[config.mk]
export PLATFORM = sky130hd
export DESIGN_NAME = charger_status_blink_decoder_unit
export DESIGN_NICKNAME = d
export VERILOG_FILES = /design/src/rtl/core/csbd_pkg.sv /design/src/rtl/core/charger_status_blink_decoder_unit.sv
export SDC_FILE = /design/constraint.sdc
export NUM_CORES = 1
export LEC_CHECK = 0
export ABC_AREA = 1
export BUFFER_PORTS_ARGS = -buffer_cell sky130_fd_sc_hd__buf_2
export CELL_PAD_IN_SITES_DETAIL_PLACEMENT = 0
export CELL_PAD_IN_SITES_GLOBAL_PLACEMENT = 2
export CORE_ASPECT_RATIO = 1.75
export CORE_MARGIN = 2
export CORE_UTILIZATION = 37
export CTS_CLUSTER_SIZE = 10
export DETAILED_ROUTE_END_ITERATION = 12
export PLACE_DENSITY_LB_ADDON = 0.1
export REMOVE_ABC_BUFFERS = 1
export SLEW_MARGIN = 30
export SYNTH_ARGS = -nofsm -noshare
export SYNTH_HDL_FRONTEND = slang
export SYNTH_SLANG_ARGS = --single-unit
[constraint.sdc]
create_clock -name clk -period 7.3 [get_ports clk]
set_input_delay 1.825 -clock clk [delete_from_list [all_inputs] [get_ports clk]]
set_output_delay 1.825 -clock clk [all_outputs]
set_load 0.005 [all_outputs]
[src/rtl/core/csbd_pkg.sv]
// csbd_pkg: shared constants for the charger status blink decoder.
// Status codes, register indexes, reset values and stream packing widths.
// No dependencies.
`default_nettype none

package csbd_pkg;

	// Default sizes of the timers and the edge counter
	localparam int CSBD_TIMER_BITS = 16;
	localparam int CSBD_COUNT_BITS = 8;

	// Configuration register widths
	localparam int CFG_DATA_W   = 16;
	localparam int CFG_INDEX_W  = 2;
	localparam int WIN_LEN_W    = 16;
	localparam int THRESH_W     = 8;
	localparam int HALF_PER_W   = 16;

	// Register indexes
	localparam logic [CFG_INDEX_W-1:0] REG_WINDOW_LEN = 2'd0;
	localparam logic [CFG_INDEX_W-1:0] REG_THRESHOLD  = 2'd1;
	localparam logic [CFG_INDEX_W-1:0] REG_HALF_MIN   = 2'd2;
	localparam logic [CFG_INDEX_W-1:0] REG_HALF_MAX   = 2'd3;

	// Register reset values
	localparam logic [WIN_LEN_W-1:0]  RST_WINDOW_LEN = 16'd4000;
	localparam logic [THRESH_W-1:0]   RST_THRESHOLD  = 8'd3;
	localparam logic [HALF_PER_W-1:0] RST_HALF_MIN   = 16'd900;
	localparam logic [HALF_PER_W-1:0] RST_HALF_MAX   = 16'd1100;

	// Status codes
	localparam int CODE_W = 3;
	typedef logic [CODE_W-1:0] status_code_t;
	localparam status_code_t CODE_UNDEF    = 3'd0;
	localparam status_code_t CODE_CHARGING = 3'd1;
	localparam status_code_t CODE_FULL     = 3'd2;
	localparam status_code_t CODE_SLEEP    = 3'd3;
	localparam status_code_t CODE_ERROR    = 3'd4;

	// Stream packing
	localparam int IN_DATA_W  = 8;
	localparam int OUT_DATA_W = 8;
	localparam int IN_STAT_BIT  = 0;
	localparam int IN_PBAD_BIT  = 1;
	localparam int OUT_STABLE_LO = 0;
	localparam int OUT_RAW_LO    = 3;
	localparam int OUT_BLINK_BIT = 6;

endpackage

`default_nettype wire

[src/rtl/core/charger_status_blink_decoder_unit.sv]
// charger_status_blink_decoder_unit: top level of the charger status blink decoder.
// Uses csbd_pkg for codes, register indexes and packing; checked by csbd_checker.
//
//  channel | dir | handshake        | payload
//  --------+-----+------------------+--------------------------------------------
//  s_      | in  | s_tvalid/tready  | s_tdata: stat_level, power_bad_level
//  m_      | out | m_tvalid/tready  | m_tdata: stable_status, raw_status, blink_seen
//  cfg_    | in  | cfg_we (no wait) | cfg_index, cfg_wdata
//
// One item per cycle unless the receiver stalls; the result appears the cycle after acceptance.
// The tick update logic feeds the single result register.
// The input is taken whenever the result register is empty or being drained.
// A stall downstream holds the result and stops intake; no item is dropped.
// arst_n clears all timers, counters and codes and loads register defaults.
`default_nettype none

module charger_status_blink_decoder_unit
	import csbd_pkg::*;
#(
	parameter int TIMER_BITS = CSBD_TIMER_BITS,
	parameter int COUNT_BITS = CSBD_COUNT_BITS
) (
	input  wire logic                   clk,
	input  wire logic                   arst_n,
	// input item stream
	input  wire logic                   s_tvalid,
	output logic                        s_tready,
	input  wire logic [IN_DATA_W-1:0]   s_tdata,  // [0] stat_level, [1] power_bad_level
	// result item stream
	output logic                        m_tvalid,
	input  wire logic                   m_tready,
	output logic [OUT_DATA_W-1:0]       m_tdata,  // [2:0] stable_status, [5:3] raw_status,
	                                              // [6] blink_seen
	// configuration writes
	input  wire logic                   cfg_we,
	input  wire logic [CFG_INDEX_W-1:0] cfg_index,
	input  wire logic [CFG_DATA_W-1:0]  cfg_wdata
);

	// Compare widths cover both the counter/timer and the register it meets
	localparam int TCMP_W = (TIMER_BITS > HALF_PER_W) ? TIMER_BITS : HALF_PER_W;
	localparam int CCMP_W = (COUNT_BITS > THRESH_W) ? COUNT_BITS : THRESH_W;

	// Configuration registers
	logic [WIN_LEN_W-1:0]  win_len_q;
	logic [THRESH_W-1:0]   thresh_q;
	logic [HALF_PER_W-1:0] half_min_q;
	logic [HALF_PER_W-1:0] half_max_q;

	// Decoder state
	logic                  last_stat_q;
	logic [COUNT_BITS-1:0] edge_cnt_q;
	logic                  blink_q;
	status_code_t          raw_q;
	status_code_t          stable_q;
	logic [TIMER_BITS-1:0] win_tmr_q;
	logic [TIMER_BITS-1:0] half_tmr_q;
	logic [TIMER_BITS-1:0] settle_tmr_q;

	// Result register
	logic                  out_valid_q;
	logic [OUT_DATA_W-1:0] out_data_q;
	logic [OUT_DATA_W-1:0] out_word;

	logic stat, pbad, accept;
	logic [TIMER_BITS-1:0] win_inc, half_inc, settle_inc;
	logic [TIMER_BITS-1:0] win_nxt, half_nxt, settle_nxt;
	logic [COUNT_BITS-1:0] cnt_edge, cnt_pwr, cnt_nxt;
	logic                  edge_seen, qualified, win_end, blink_nxt;
	status_code_t          raw_nxt, stable_nxt;

	assign stat     = s_tdata[IN_STAT_BIT];
	assign pbad     = s_tdata[IN_PBAD_BIT];
	assign s_tready = !out_valid_q || m_tready;
	assign accept   = s_tvalid && s_tready;

	// ---- configuration ----
	always_ff @(posedge clk or negedge arst_n) begin
		if (!arst_n) begin
			win_len_q  <= RST_WINDOW_LEN;
			thresh_q   <= RST_THRESHOLD;
			half_min_q <= RST_HALF_MIN;
			half_max_q <= RST_HALF_MAX;
		end else if (cfg_we) begin
			case (cfg_index)
				REG_WINDOW_LEN: win_len_q  <= cfg_wdata[WIN_LEN_W-1:0];
				REG_THRESHOLD:  thresh_q   <= cfg_wdata[THRESH_W-1:0];
				REG_HALF_MIN:   half_min_q <= cfg_wdata[HALF_PER_W-1:0];
				REG_HALF_MAX:   half_max_q <= cfg_wdata[HALF_PER_W-1:0];
				default: ;
			endcase
		end
	end

	// ---- tick update ----
	always_comb begin
		// saturating millisecond timers
		win_inc    = (win_tmr_q == '1) ? win_tmr_q : win_tmr_q + 1'b1;
		half_inc   = (half_tmr_q == '1) ? half_tmr_q : half_tmr_q + 1'b1;
		settle_inc = (settle_tmr_q == '1) ? settle_tmr_q : settle_tmr_q + 1'b1;

		// pin edge: qualify on half-period window, restart half-period timer
		edge_seen = (stat != last_stat_q);
		qualified = edge_seen
			&& (TCMP_W'(half_inc) >= TCMP_W'(half_min_q))
			&& (TCMP_W'(half_inc) <= TCMP_W'(half_max_q))
			&& (edge_cnt_q != '1);
		cnt_edge  = qualified ? edge_cnt_q + 1'b1 : edge_cnt_q;
		half_nxt  = edge_seen ? '0 : half_inc;

		// no power-good: count held at zero
		cnt_pwr = pbad ? '0 : cnt_edge;

		// window end: blink decision and count clear
		win_end   = (TCMP_W'(win_inc) >= TCMP_W'(win_len_q));
		blink_nxt = win_end ? (CCMP_W'(cnt_pwr) >= CCMP_W'(thresh_q)) : blink_q;
		cnt_nxt   = win_end ? '0 : cnt_pwr;
		win_nxt   = win_end ? '0 : win_inc;

		// classification
		if (blink_nxt)
			raw_nxt = CODE_ERROR;
		else if (!stat)
			raw_nxt = CODE_CHARGING;
		else if (!pbad)
			raw_nxt = CODE_FULL;
		else
			raw_nxt = CODE_SLEEP;

		// settle: stable follows raw once it has held long enough
		settle_nxt = (raw_nxt != raw_q) ? '0 : settle_inc;
		stable_nxt = (TCMP_W'(settle_nxt) >= TCMP_W'(half_max_q)) ? raw_nxt : stable_q;
	end

	always_ff @(posedge clk or negedge arst_n) begin
		if (!arst_n) begin
			last_stat_q  <= 1'b0;
			edge_cnt_q   <= '0;
			blink_q      <= 1'b0;
			raw_q        <= CODE_UNDEF;
			stable_q     <= CODE_UNDEF;
			win_tmr_q    <= '0;
			half_tmr_q   <= '0;
			settle_tmr_q <= '0;
		end else if (accept) begin
			last_stat_q  <= stat;
			edge_cnt_q   <= cnt_nxt;
			blink_q      <= blink_nxt;
			raw_q        <= raw_nxt;
			stable_q     <= stable_nxt;
			win_tmr_q    <= win_nxt;
			half_tmr_q   <= half_nxt;
			settle_tmr_q <= settle_nxt;
		end
	end

	// ---- result register ----
	always_ff @(posedge clk or negedge arst_n) begin
		if (!arst_n) begin
			out_valid_q <= 1'b0;
		end else if (accept) begin
			out_valid_q <= 1'b1;
		end else if (m_tready) begin
			out_valid_q <= 1'b0;
		end
	end

	// result word packing, spare bits zero
	always_comb begin
		out_word = '0;
		out_word[OUT_STABLE_LO +: CODE_W] = stable_nxt;
		out_word[OUT_RAW_LO +: CODE_W]    = raw_nxt;
		out_word[OUT_BLINK_BIT]           = blink_nxt;
	end

	always_ff @(posedge clk) begin
		if (accept) begin
			out_data_q <= out_word;
		end
	end

	assign m_tvalid = out_valid_q;
	assign m_tdata  = out_data_q;

endmodule

`default_nettype wire

# == Word-level counts from Yosys, hierarchy flattened ==
# Cells that the tools add are included.
# word_totals
reg_bits,128
inputBits,31
output_inout_bits,10
word_cells,60
# classes
n_addsub,4
order_cmp,5
eq_ne,9
mux,16
n_reduce_logical,12
# ops
operator,count
$mux W16,6
$add A16 B1 Y16 const B,3
$eq A16 B16 Y1 const B,3
$ge A16 B16 Y1,3
$mux W8,3
$le A16 B16 Y1,1
$add A8 B1 Y8 const B,1
$ge A8 B8 Y1,1
$ne A8 B8 Y1 const B,1
$reduce_and A2 Y1,4
$mux W3,2
$eq A2 B2 Y1 const B,2
$logic_and A1 B1 Y1,4
$mux W1,4
$ne A3 B3 Y1,1
$eq A2 B1 Y1 const B,1
$logic_not A2 Y1,1
$mux W2,1
$reduce_bool A2 Y1,1
$logic_not A1 Y1,1
$logic_or A1 B1 Y1,1
$ne A1 B1 Y1,1

# == Logic depth before layout (Yosys ltp) ==
# Gate-level depths: netlist of run 1.
# logic_depth
word_depth,15
mapped_depth,50
mapped_depth_nobuf,48

# == Worst setup path before layout of run 1 ==
# No wires, ideal clock.
# synth_timing
kind,register -> register
startpoint,register half_tmr_q[0]
endpoint,"register out_data_q[2], in the netlist m_tdata[2] (data pin)"
setup_time_ps,271
arrival_time_ps,5462
required_ps,7029
path_slack_ps,1566
path_stages_with_launch,48
path_buffers,2
synth_period_minus_slack_ps,5734
cell_sequence,dfrtp_1 -> ha_1 -> nand2_1 -> nor2_1 -> nand3_1 -> inv_2 -> nand3_1 -> nor2_2 -> nand3_2 -> nand2_1 -> nor2_1 -> nand2_1 -> xor2_1 -> inv_1 -> ha_1 -> nand2_1 -> nor2_1 -> nand4_1 -> [... 12 more ...] -> nand3_1 -> nand2_4 -> nand3_2 -> nand2_1 -> nand2_2 -> nor2_8 -> nand2_4 -> buf_6 -> nor2_2 -> ha_1 -> a21oi_1 -> o21ai_0 -> nand2_1 -> o211ai_1 -> nand2_1 -> nand3_1 -> nor2_1 -> a31oi_1
# synth_between
elab_chain_cells,15
elab_cells_between_ends,17
cone_classes,add/sub (1); order compare (4); eq/ne (2); mux (7); reduce/logical (3)
# synth_rtl
item,line_no,source
start: declaration,charger_status_blink_decoder_unit.sv:57,logic [TIMER_BITS-1:0] half_tmr_q;
start signal: assignment,charger_status_blink_decoder_unit.sv:152,half_tmr_q <= half_nxt;
$add A16 B1 Y16 / $eq A16 B16 Y1 (equally long branches),charger_status_blink_decoder_unit.sv:99,half_inc = (half_tmr_q == '1) ? half_tmr_q : half_tmr_q + 1'b1;
$mux W16 (*),charger_status_blink_decoder_unit.sv:99,
$ge A16 B16 Y1,charger_status_blink_decoder_unit.sv:105,&& (TCMP_W'(half_inc) >= TCMP_W'(half_min_q))
$logic_and A1 B1 Y1,charger_status_blink_decoder_unit.sv:105,
$logic_and A1 B1 Y1 (*),charger_status_blink_decoder_unit.sv:106,&& (TCMP_W'(half_inc) <= TCMP_W'(half_max_q))
$logic_and A1 B1 Y1 (*),charger_status_blink_decoder_unit.sv:107,&& (edge_cnt_q != '1);
$mux W8 (*),charger_status_blink_decoder_unit.sv:108,cnt_edge = qualified ? edge_cnt_q + 1'b1 : edge_cnt_q;
$mux W8 (*),charger_status_blink_decoder_unit.sv:112,cnt_pwr = pbad ? '0 : cnt_edge;
$ge A8 B8 Y1 (*),charger_status_blink_decoder_unit.sv:116,blink_nxt = win_end ? (CCMP_W'(cnt_pwr) >= CCMP_W'(thresh_q)) : blink_q;
$mux W1 (*),charger_status_blink_decoder_unit.sv:116,
$mux W3 (*),charger_status_blink_decoder_unit.sv:121,if (blink_nxt)
$ne A3 B3 Y1 (*),charger_status_blink_decoder_unit.sv:131,settle_nxt = (raw_nxt != raw_q) ? '0 : settle_inc;
$mux W16 (*),charger_status_blink_decoder_unit.sv:131,
net settle_nxt[1],charger_status_blink_decoder_unit.sv:67,"logic [TIMER_BITS-1:0] win_nxt, half_nxt, settle_nxt;"
$ge A16 B16 Y1 (*),charger_status_blink_decoder_unit.sv:132,stable_nxt = (TCMP_W'(settle_nxt) >= TCMP_W'(half_max_q)) ? raw_nxt : stable_q;
$mux W3 (*),charger_status_blink_decoder_unit.sv:132,
net stable_nxt[2],charger_status_blink_decoder_unit.sv:70,"status_code_t raw_nxt, stable_nxt;"
end signal: assignment,charger_status_blink_decoder_unit.sv:178,out_data_q <= out_word;
end: declaration,charger_status_blink_decoder_unit.sv:62,logic [OUT_DATA_W-1:0] out_data_q;
# The timed path passes the listed nets; every way through them passes the cells marked *.
# A chain may end at the register's enable or synchronous reset.

# == Worst setup path in the final report of run 1 ==
# layout_timing
startpoint,register half_tmr_q[0]
endpoint,register stable_q[1]
# layout_between
elab_chain_cells,15
elab_cells_between_ends,17
cone_classes,add/sub (1); order compare (4); eq/ne (2); mux (7); reduce/logical (3)
# layout_rtl
item,line_no,source
$add A16 B1 Y16 / $eq A16 B16 Y1 (equally long branches),charger_status_blink_decoder_unit.sv:99,
$mux W16 (*),charger_status_blink_decoder_unit.sv:99,
$ge A16 B16 Y1,charger_status_blink_decoder_unit.sv:105,
$logic_and A1 B1 Y1,charger_status_blink_decoder_unit.sv:105,
$logic_and A1 B1 Y1 (*),charger_status_blink_decoder_unit.sv:106,
$logic_and A1 B1 Y1 (*),charger_status_blink_decoder_unit.sv:107,
$mux W8 (*),charger_status_blink_decoder_unit.sv:108,
$mux W8 (*),charger_status_blink_decoder_unit.sv:112,
$ge A8 B8 Y1 (*),charger_status_blink_decoder_unit.sv:116,
$mux W1 (*),charger_status_blink_decoder_unit.sv:116,
$mux W3 (*),charger_status_blink_decoder_unit.sv:121,
$ne A3 B3 Y1 (*),charger_status_blink_decoder_unit.sv:131,
$mux W16 (*),charger_status_blink_decoder_unit.sv:131,
net settle_nxt[15],charger_status_blink_decoder_unit.sv:67,
$ge A16 B16 Y1 (*),charger_status_blink_decoder_unit.sv:132,
$mux W3 (*),charger_status_blink_decoder_unit.sv:132,
net stable_nxt[1],charger_status_blink_decoder_unit.sv:70,
end signal: assignment,charger_status_blink_decoder_unit.sv:150,stable_q <= stable_nxt;
end: declaration,charger_status_blink_decoder_unit.sv:55,status_code_t stable_q;
# Marked as above.

==> results of run 1 <==
-- cell usage in the layout (no fill, tap or decap), types with 6 or more instances in the layout --
cell type,Yosys,final
edfxtp_1,6,6
clkinvlp_4,0,6
nand4_1,31,31
clkbuf_16,0,18
nand2_2,7,8
o22ai_1,10,10
buf_2,2,32
xor2_1,28,28
inv_1,181,181
dfstp_2,16,16
nor2_1,53,51
buf_4,4,18
nand3_1,44,41
nor2_2,8,9
dfrtp_1,104,104
o21ai_1,10,8
ha_1,76,76
nor3_1,15,14
a21oi_1,48,48
o21ai_0,104,104
nand2_1,270,268
-- per-stage QoR --
step	hold WS (ns)	setup WS (ns)	power, W
CTS	0.489	0.207	0.00248
floorplan	0.450	1.47	0.00140
global route	0.511	0.0170	0.00262
finish	0.482	0.686	0.00244
detailed placement	0.473	0.248	0.00165
global placement	0.466	0.240	0.00164
-- per-layer routing --
layer | global-route usage [%] | share of wire, % | vias to the layer above
li1 | - | - | 3585
met1 | 22.2 | 40 | 3133
met2 | 37.6 | 55 | 61
met3 | 3.42 | 1.8 | 31
met4 | 8.45 | 2.8 | 0
met5 | 0 | 0 | -
-- what timing repair did --
item / CTS / global route
hold endpoints to repair: 0 / 0
setup endpoints to repair: 0 / 6
hold buffers: 0 / 0
resized for setup: 0 / 13
setup buffers: 0 / 1
-- sequential cells by signal, summed over array words and instances, names as in the netlist, 8 cells and up --
register,count
win_tmr_q,16
half_max_q,16
half_tmr_q,16
settle_tmr_q,16
win_len_q,16
edge_cnt_q,8
half_min_q,16
thresh_q,8
-- tightest hold or removal path: cells and delay by family, from the launching register on --
kind	cells	cell delay, ns
flip-flops	1	0.34
AO/OA/AOI/OAI	1	0.06
AND/OR/NAND/NOR	1	0.05
-- cell type report --
type / instances / area share, %
multi-input cells: 746 / 45.7
flip-flops and latches: 126 / 33.9
inverters: 187 / 7.43
clock buffers: 20 / 4.95
well taps: 296 / 3.92
repair buffers: 50 / 3.13
clock inverters: 12 / 0.914
-- Yosys cell counts (4+ instances only) --
cell type,instances
ha_1,76
nor3_1,15
nand4_1,31
a21oi_1,48
xor2_1,28
xnor2_1,5
buf_4,4
edfxtp_1,6
nand3_1,44
nor2_2,8
nor2_1,53
inv_1,181
dfstp_2,16
a21oi_2,6
clkbuf_1,21
inv_2,5
nand2_2,7
dfrtp_1,104
o21ai_1,10
nand2_1,270
o21ai_0,104
o22ai_1,10
-- power breakdown --
| part | switching, W | leakage (nW) | total [W] | internal, W |
|---|---|---|---|---|
| Clock | 0.000349 | 0.256 | 0.000812 | 0.000463 |
| Combinational | 0.000474 | 2.85 | 0.000728 | 0.000255 |
| Sequential | 0.0000720 | 1.60 | 0.000897 | 0.000825 |
| Total | 0.000895 | 4.71 | 0.00244 | 0.00154 |
-- worst max path at each step --
stage,to,slack [ns]
2_1_floorplan,m_tdata[2],1.47
3_3_place_gp,stable_q[1],0.24
3_5_place_dp,stable_q[1],0.25
4_1_cts,stable_q[1],0.21
5_1_grt,stable_q[2],0.02
6_report,stable_q[1],0.69
-- logic make-up after synthesis --
logic type | synth area share, %
fa+ha+maj | 11.5
buf+inv | 10.0
simple gates | 24.4
flops | 38.7
other cells | 0.0453
compound gates | 11.9
xor+xnor | 3.49
==> qor.txt, run 1 <==
Outcome = completed
Seq. cell area = 3200 sq um
Post-DP HPWL = 16700 um
First DRT Iteration DRCs = 322
Largest area contributor in the netlist = dfrtp_1
Clk root buf = clkbuf_16
Pleak = 4.71 nW
Crit path arrival time = 6.99 ns
Cell depth of the worst setup path = 45
Dominant cells by area after synthesis = dfrtp_1 (31%), nand2_1 (12%), ha_1 (11%)
TritonRoute pass-1 iters = 4
CP Launch Point = half_tmr_q[0]
Mapped Area = 8290 sq um
R2R Path Start = half_tmr_q[0]
I/O Buffers = 33
Clock Latency Late Sink = 0.44 ns
Ys flop type = dfrtp_1
Cell Pwr Density = 258 nW/um^2
Row cnt = 72
Max Cap Viol = 0
Sum of negative setup slack = 0 ns
Crit path max-delay family = simple AND/OR/NAND/NOR gates
Placed Instances = 1404
Post-route ant nets = 0
First-pass GRT wire length = 36500 um
Vias per cell = 4.74
#FFs+latches synth = 126
Worst Path Required = 7.68 ns
Max incr delay on CP = 0.41 ns
Yosys warns = 0
Starting Density = 37.5%
Non-Filler Instances = 1437
Num CTS Buffers = 17
Largest net degree at the start of global routing = 63
Slew @ Worst Pin = 0.839 ns
DRC = 0
Post-synth top area share = 31.4%
Longest Clk Path Bufs = 2
Clk_skew = 0.00915 ns
Tcrit/Tclk final = 90.6%
Setup crit end kind = flop
Gpl congestion = 0.779
Crit start category = flop
Fin. max-slew vios = 0
Achievable Freq = 0.151 GHz
Unique masters post-synth = 42
H-tree depth = 4
Total of fill cells in the finished design = 2310
Unrepaired setup endpoints after global routing = no
Total number of vias = 6810
Antenna Diode Count = 0
Synth Instances = 1087
Tot GR Track Use = 20.3%
Hold_sp = half_max_q[4]
Die area = 23700 sq um
Worst hold endpoint = half_max_q[4]
Sink Count = 126
Hold Path Depth = 2
Chip width = 117 um
Drt total wl = 22100 um
Final core occ = 42.8%
Hold Vio Cnt, Final = 0
Nets = 1235
Die H = 202 um
Critical path's most frequent cell = nand2_1
Avg Inst Size Synth = 7.62 sq um
CP max-delay cell = dfrtp_1
Top Ports = 41
Number of synthesized flops with an enable pin = 6
GRT Residual Overflow = 0
Core footprint = 22100 sq um
Max_slew headroom = 44.1%
Cell Area, Placed = 8820 sq um
Worst r2r dst = stable_q[1]
Area of the multi-input gates = 4320 sq um
Design Area, Final = 9440 sq um
Maximum VDD drop = 0.144 mV
Vias in the first global route = 7139
Clock Pin Slew Worst Setup and Hold Paths = 0.06 ns
FFs w/ async S/R, synth = 95.2%
Fin crit period = 6.61 ns
R2r worst-path depth = 45
Reg2reg setup slack = 0.69 ns
Antenna violations before repair = 0
Buf+Inv Stages, Crit Path = 5
Worst-path fanout max = 10
Layout area overhead = 14.0%
Layout cell share with drive strength beyond 1 = 13.0%
Hold Crit Class = reg -> reg
Seq/Total Area, Yosys = 38.7%
Crit path kind = reg -> reg
DR WL/cell = 15.4 um
CTS tree = done
Final setup violation count = 0
(Power assumes the default switching activity.)
==> inputs of run 2 (changes only) <==
PLACE_DENSITY = 0.84   (was not set)
PLACE_DENSITY_LB_ADDON = not set   (was 0.1)
==> run 2 against run 1 <==
Effect of this change:
- critical path depth shrank 1
- routed wire length shrank 2.9%
- maximum frequency grew 0.58%
- clock skew shrank 0.00060 ns
- register-to-register slack gained 0.04 ns
- worst hold slack is essentially flat
- sequential power is essentially flat
- die area is the same
- largest power group is now clock
- core utilization grew 0.28 points
- largest cell class unchanged
- power grew 6.8%
- final cell count shrank 0.63%
==> qor.txt, run 2 (synthesis gave the netlist of run 1 again) <==
Outcome = completed
Max incr delay on CP = 0.41 ns
Antenna violations before repair = 0
Most frequent cells in the layout = nand2_1 (268), inv_1 (181), o21ai_0 (104), dfrtp_1 (104), ha_1 (76)
Die area = 23700 sq um
Worst r2r dst = stable_q[2]
Core footprint = 22100 sq um
Fin crit period = 6.58 ns
Clk_skew = 0.00855 ns
Cell Pwr Density = 274 nW/um^2
Longest Clk Path Bufs = 2
Hold Path Depth = 2
Hold_sp = half_min_q[4]
Top Ports = 41
Clk root buf = clkbuf_16
GRT Residual Overflow = 0
First-pass GRT wire length = 35800 um
Fin. max-slew vios = 0
Die H = 202 um
Worst Path Required = 7.66 ns
H-tree depth = 4
Vias per cell = 4.84
Worst-path fanout max = 14
DRC = 0
Num CTS Buffers = 17
Final setup violation count = 0
Maximum VDD drop = 0.131 mV
Crit start category = flop
Crit path kind = reg -> reg
Max_slew headroom = 44.6%
Layout area overhead = 14.7%
Total of fill cells in the finished design = 2321
Hold Vio Cnt, Final = 0
Nets = 1226
Post-DP HPWL = 15800 um
Clock Latency Late Sink = 0.42 ns
Layout cell share with drive strength beyond 1 = 12.2%
Reg2reg setup slack = 0.72 ns
Starting Density = 37.5%
R2r worst-path depth = 44
R2R Path Start = half_tmr_q[0]
Worst hold endpoint = half_min_q[4]
Tcrit/Tclk final = 90.1%
Antenna Diode Count = 0
I/O Buffers = 33
Largest net degree at the start of global routing = 70
CTS tree = done
DR WL/cell = 15.0 um
Postcts setup bufs = 0
Crit path arrival time = 6.94 ns
Drt total wl = 21500 um
Clock Pin Slew Worst Setup and Hold Paths = 0.06 ns
Final core occ = 43.1%
Vias in the first global route = 7058
Achievable Freq = 0.152 GHz
Critical path's most frequent cell = nand2_1
Tot GR Track Use = 19.9%
Placed Instances = 1396
Row cnt = 72
First DRT Iteration DRCs = 264
Hold Crit Class = reg -> reg
Gpl congestion = 0.791
Pleak = 4.75 nW
TritonRoute pass-1 iters = 5
Setup crit end kind = flop
Max Cap Viol = 0
Non-Filler Instances = 1428
Chip width = 117 um
Sink Count = 126
Post-route ant nets = 0
Commonest non-fill, non-tap cell in the layout = nand2_1
Slew @ Worst Pin = 0.828 ns
Total number of vias = 6909
CP max-delay cell = dfrtp_1
run 2: cell count changes in the layout (fill, tap and decap cells not counted), sizes merged:
cell	delta
buf	-9
inv	-1
clkinvlp	-5
clkinv	-1
bufinv	+6
clkbuf	+1
run 2: area by class of cell:
cell class,count,area [sq um],area share [%]
Clock buffer,21,470,4.95
Clock inverter,11,209,2.20
Inverter,187,702,7.38
Multi-Input combinational cell,746,4320,45.4
Sequential cell,126,3200,33.7
Tap cell,296,370,3.90
Timing Repair Buffer,41,231,2.44
run 2: power breakdown:
part | internal, W | switching (W) | total (W)
clock network | 0.000666 | 0.000324 | 0.000990
registers | 0.000825 | 0.0000723 | 0.000897
logic | 0.000238 | 0.000478 | 0.000716
total | 0.00173 | 0.000875 | 0.00260
run 2: how the worst max path moves through the flow:
stage / from / end / slack (ns)
after floorplan: half_tmr_q[0] / m_tdata[2] / 1.47
after global placement: half_tmr_q[0] / m_tdata[0] / 0.31
after detailed placement: half_tmr_q[0] / m_tdata[0] / 0.34
after CTS: half_tmr_q[0] / m_tdata[1] / 0.27
after global routing: half_tmr_q[0] / stable_q[0] / -0.02
final: half_tmr_q[0] / stable_q[2] / 0.72
run 2: metal layers:
metal  part of all wire, %  routed length [um]  track usage [%]
met5                     0                   0                0
met4                   3.2                 697             7.94
met3                   2.2                 468             3.54
met2                    55               11700             36.8
met1                    40                8590             21.8
run 2: metrics by stage:
stage	power, W	TNS, ns	hold WS, ns	setup WS, ns	area [sq um]
finish	0.00260	0	0.483	0.724	9510
global route	0.00279	-0.0347	0.505	-0.0196	9510
CTS	0.00264	0	0.483	0.275	9450
detailed placement	0.00163	0	0.469	0.337	8770
global placement	0.00162	0	0.463	0.313	8750
floorplan	0.00140	0	0.450	1.47	8160
run 2: critical path: cells and delay by family, from the launching register on:
family          cells  cell delay, ns
simple gates       26            3.26
fa+ha+maj           4            1.01
flops               1            0.41
compound gates     10            1.39
xor+xnor            1            0.23
buf+inv             3            0.24
run 2: what timing repair did:
action | in CTS | in global routing
hold buffers | 0 | 0
gates resized for setup | 0 | 11
setup endpoints to repair | 0 | 6
==> inputs of run 3 (changes only) <==
==> constraint.sdc (replaced) <==
create_clock -name clk -period 7.3 [get_ports clk]
set_input_delay 0.73 -clock clk [delete_from_list [all_inputs] [get_ports clk]]
set_output_delay 0.73 -clock clk [all_outputs]
set_load 0.005 [all_outputs]
==> run 3 against run 2 <==
Effect of this change:
- clock skew is essentially flat
- sequential power is essentially flat
- final cell count grew 0.35%
- combinational power grew 2%
- maximum frequency is essentially flat
- final area grew 0.26%
- worst setup slack gained 0.00062 ns
==> qor.txt, run 3 (synthesis gave the netlist of run 1 again) <==
Most frequent cells in the layout = nand2_1 (268), inv_1 (181), o21ai_0 (104), dfrtp_1 (104), ha_1 (76)
Chip width = 117 um
Comb power frac = 28.7%
Hold-fix buffers, CTS = 0
Hold Crit Class = in -> async
Vias per cell = 4.80
Die H = 202 um
Sink Count = 126
Commonest non-fill, non-tap cell in the layout = nand2_1
Sequential Power Share = 35.3%
CTS tree = done
Outcome = completed
Sw frac = 35.0%
Worst Path Required = 7.47 ns
Clk root buf = clkbuf_16
Non-Filler Instances = 1433
Longest Clk Path Bufs = 2
Antenna violations before repair = 0
DR WL/cell = 15.1 um
H-tree depth = 4
CP max-delay cell = dfrtp_1
Clock Pin Slew Worst Setup and Hold Paths = 0.06 ns
Area of the multi-input gates = 4340 sq um
I/O Buffers = 33
Top Ports = 41
Starting Density = 37.5%
Worst-path fanout max = 18
Total number of vias = 6876
GRT Residual Overflow = 0
Crit path arrival time = 6.75 ns
Max incr delay on CP = 0.41 ns
Tcrit/Tclk final = 90.1%
Clk_skew = 0.00820 ns
Vias in the first global route = 6897
Nets = 1231
Fin. max-slew vios = 0
Crit path kind = reg -> reg
Pleak = 4.76 nW
First DRT Iteration DRCs = 318
Post-DP HPWL = 15800 um
Drt total wl = 21600 um
First-pass GRT wire length = 35300 um
Post-route ant nets = 0
Largest net degree at the start of global routing = 72
Crit path max-delay family = simple AND/OR/NAND/NOR gates
Slew @ Worst Pin = 0.876 ns
Setup crit end kind = flop
Buf+Inv Stages, Crit Path = 7
Maximum VDD drop = 0.130 mV
Max Cap Viol = 0
Achievable Freq = 0.152 GHz
Final setup violation count = 0
Tot GR Track Use = 19.5%
Cell Pwr Density = 267 nW/um^2
TritonRoute pass-1 iters = 4
Row cnt = 72
Critical path's most frequent cell = nand3_1
Sw Pwr = 0.000889 W
Placed Instances = 1398
Die area = 23700 sq um
Max_slew headroom = 41.4%
Antenna Diode Count = 0
Core footprint = 22100 sq um
Fin crit period = 6.58 ns
Clk pwr share = 36.0%
Num CTS Buffers = 17
Gpl congestion = 0.782
DRC = 0
Total internal power = 0.00165 W
Total of fill cells in the finished design = 2306
Seq. cell area = 3200 sq um
Layout cell share with drive strength beyond 1 = 13.1%
Hold Vio Cnt, Final = 0
Layout area overhead = 15.0%
Total chip power = 0.00254 W
Clock Latency Late Sink = 0.43 ns
Crit start category = flop
==> run 3: changes by cell type in the layout (fill, tap and decap cells not counted), sizes merged <==
cell    before  now
nand2      280  281
bufinv       6    3
buf         41   45
clkinv       4    7
==> run 3: power groups by stage <==
| stage | logic [W] | clock network [W] | registers, W |
|---|---|---|---|
| final | 0.000730 | 0.000916 | 0.000897 |
| after global routing | 0.000836 | 0.000966 | 0.000912 |
| after CTS | 0.000738 | 0.000939 | 0.000896 |
| after detailed placement | 0.000735 | 0 | 0.000907 |
| after global placement | 0.000724 | 0 | 0.000906 |
| after floorplan | 0.000509 | 0 | 0.000891 |
==> run 3: per-layer routing <==
metal	routed length, um	track usage [%]
met1	8630	21.2
met2	11900	36.6
met3	404	3.27
met4	604	7.69
met5	0	0
==> run 3: worst paths after layout <==
path,startpoint,endpoint,slack [ns],cells past startpoint
setup / recovery,half_tmr_q[0],m_tdata[1],0.72,44
hold / removal,arst_n,win_tmr_q[14],0.36,1
setup reg to reg,half_tmr_q[0],m_tdata[1],0.72,44
hold reg to reg,stable_q[1],stable_q[1],0.48,2
max in group asynchronous,arst_n,half_min_q[10],5.81,2
min in group clk,stable_q[1],stable_q[1],0.48,2
==> run 3: cell type report <==
type                            count  share of cell area [%]
Clock buffer                       21                    5.05
Clock inverter                     11                    1.63
Inverter                          187                    7.37
Multi-Input combinational cell    747                    45.6
Sequential cell                   126                    33.6
Tap cell                          296                    3.89
Timing Repair Buffer               45                    2.88
==> run 3: per-stage QoR <==
| stage | util, % | setup WS, ns | cell area (sq um) | hold slack (ns) | setup TNS, ns |
|---|---|---|---|---|---|
| final | 43.2 | 0.725 | 9530 | 0.356 | 0 |
| after global placement | 39.8 | 0.347 | 8780 | 0.462 | 0 |
| after CTS | 42.7 | 0.320 | 9430 | 0.371 | 0 |
| after floorplan | - | 1.47 | 8160 | 0.434 | 0 |
| after detailed placement | 39.9 | 0.374 | 8800 | 0.466 | 0 |
| after global routing | 43.2 | -0.0174 | 9530 | 0.393 | -0.0213 |
==> run 3: timing repair <==
action | CTS | global route
endpoints found under the setup margin | 0 | 6
buffers inserted | 0 | 2
gates resized for setup | 0 | 16
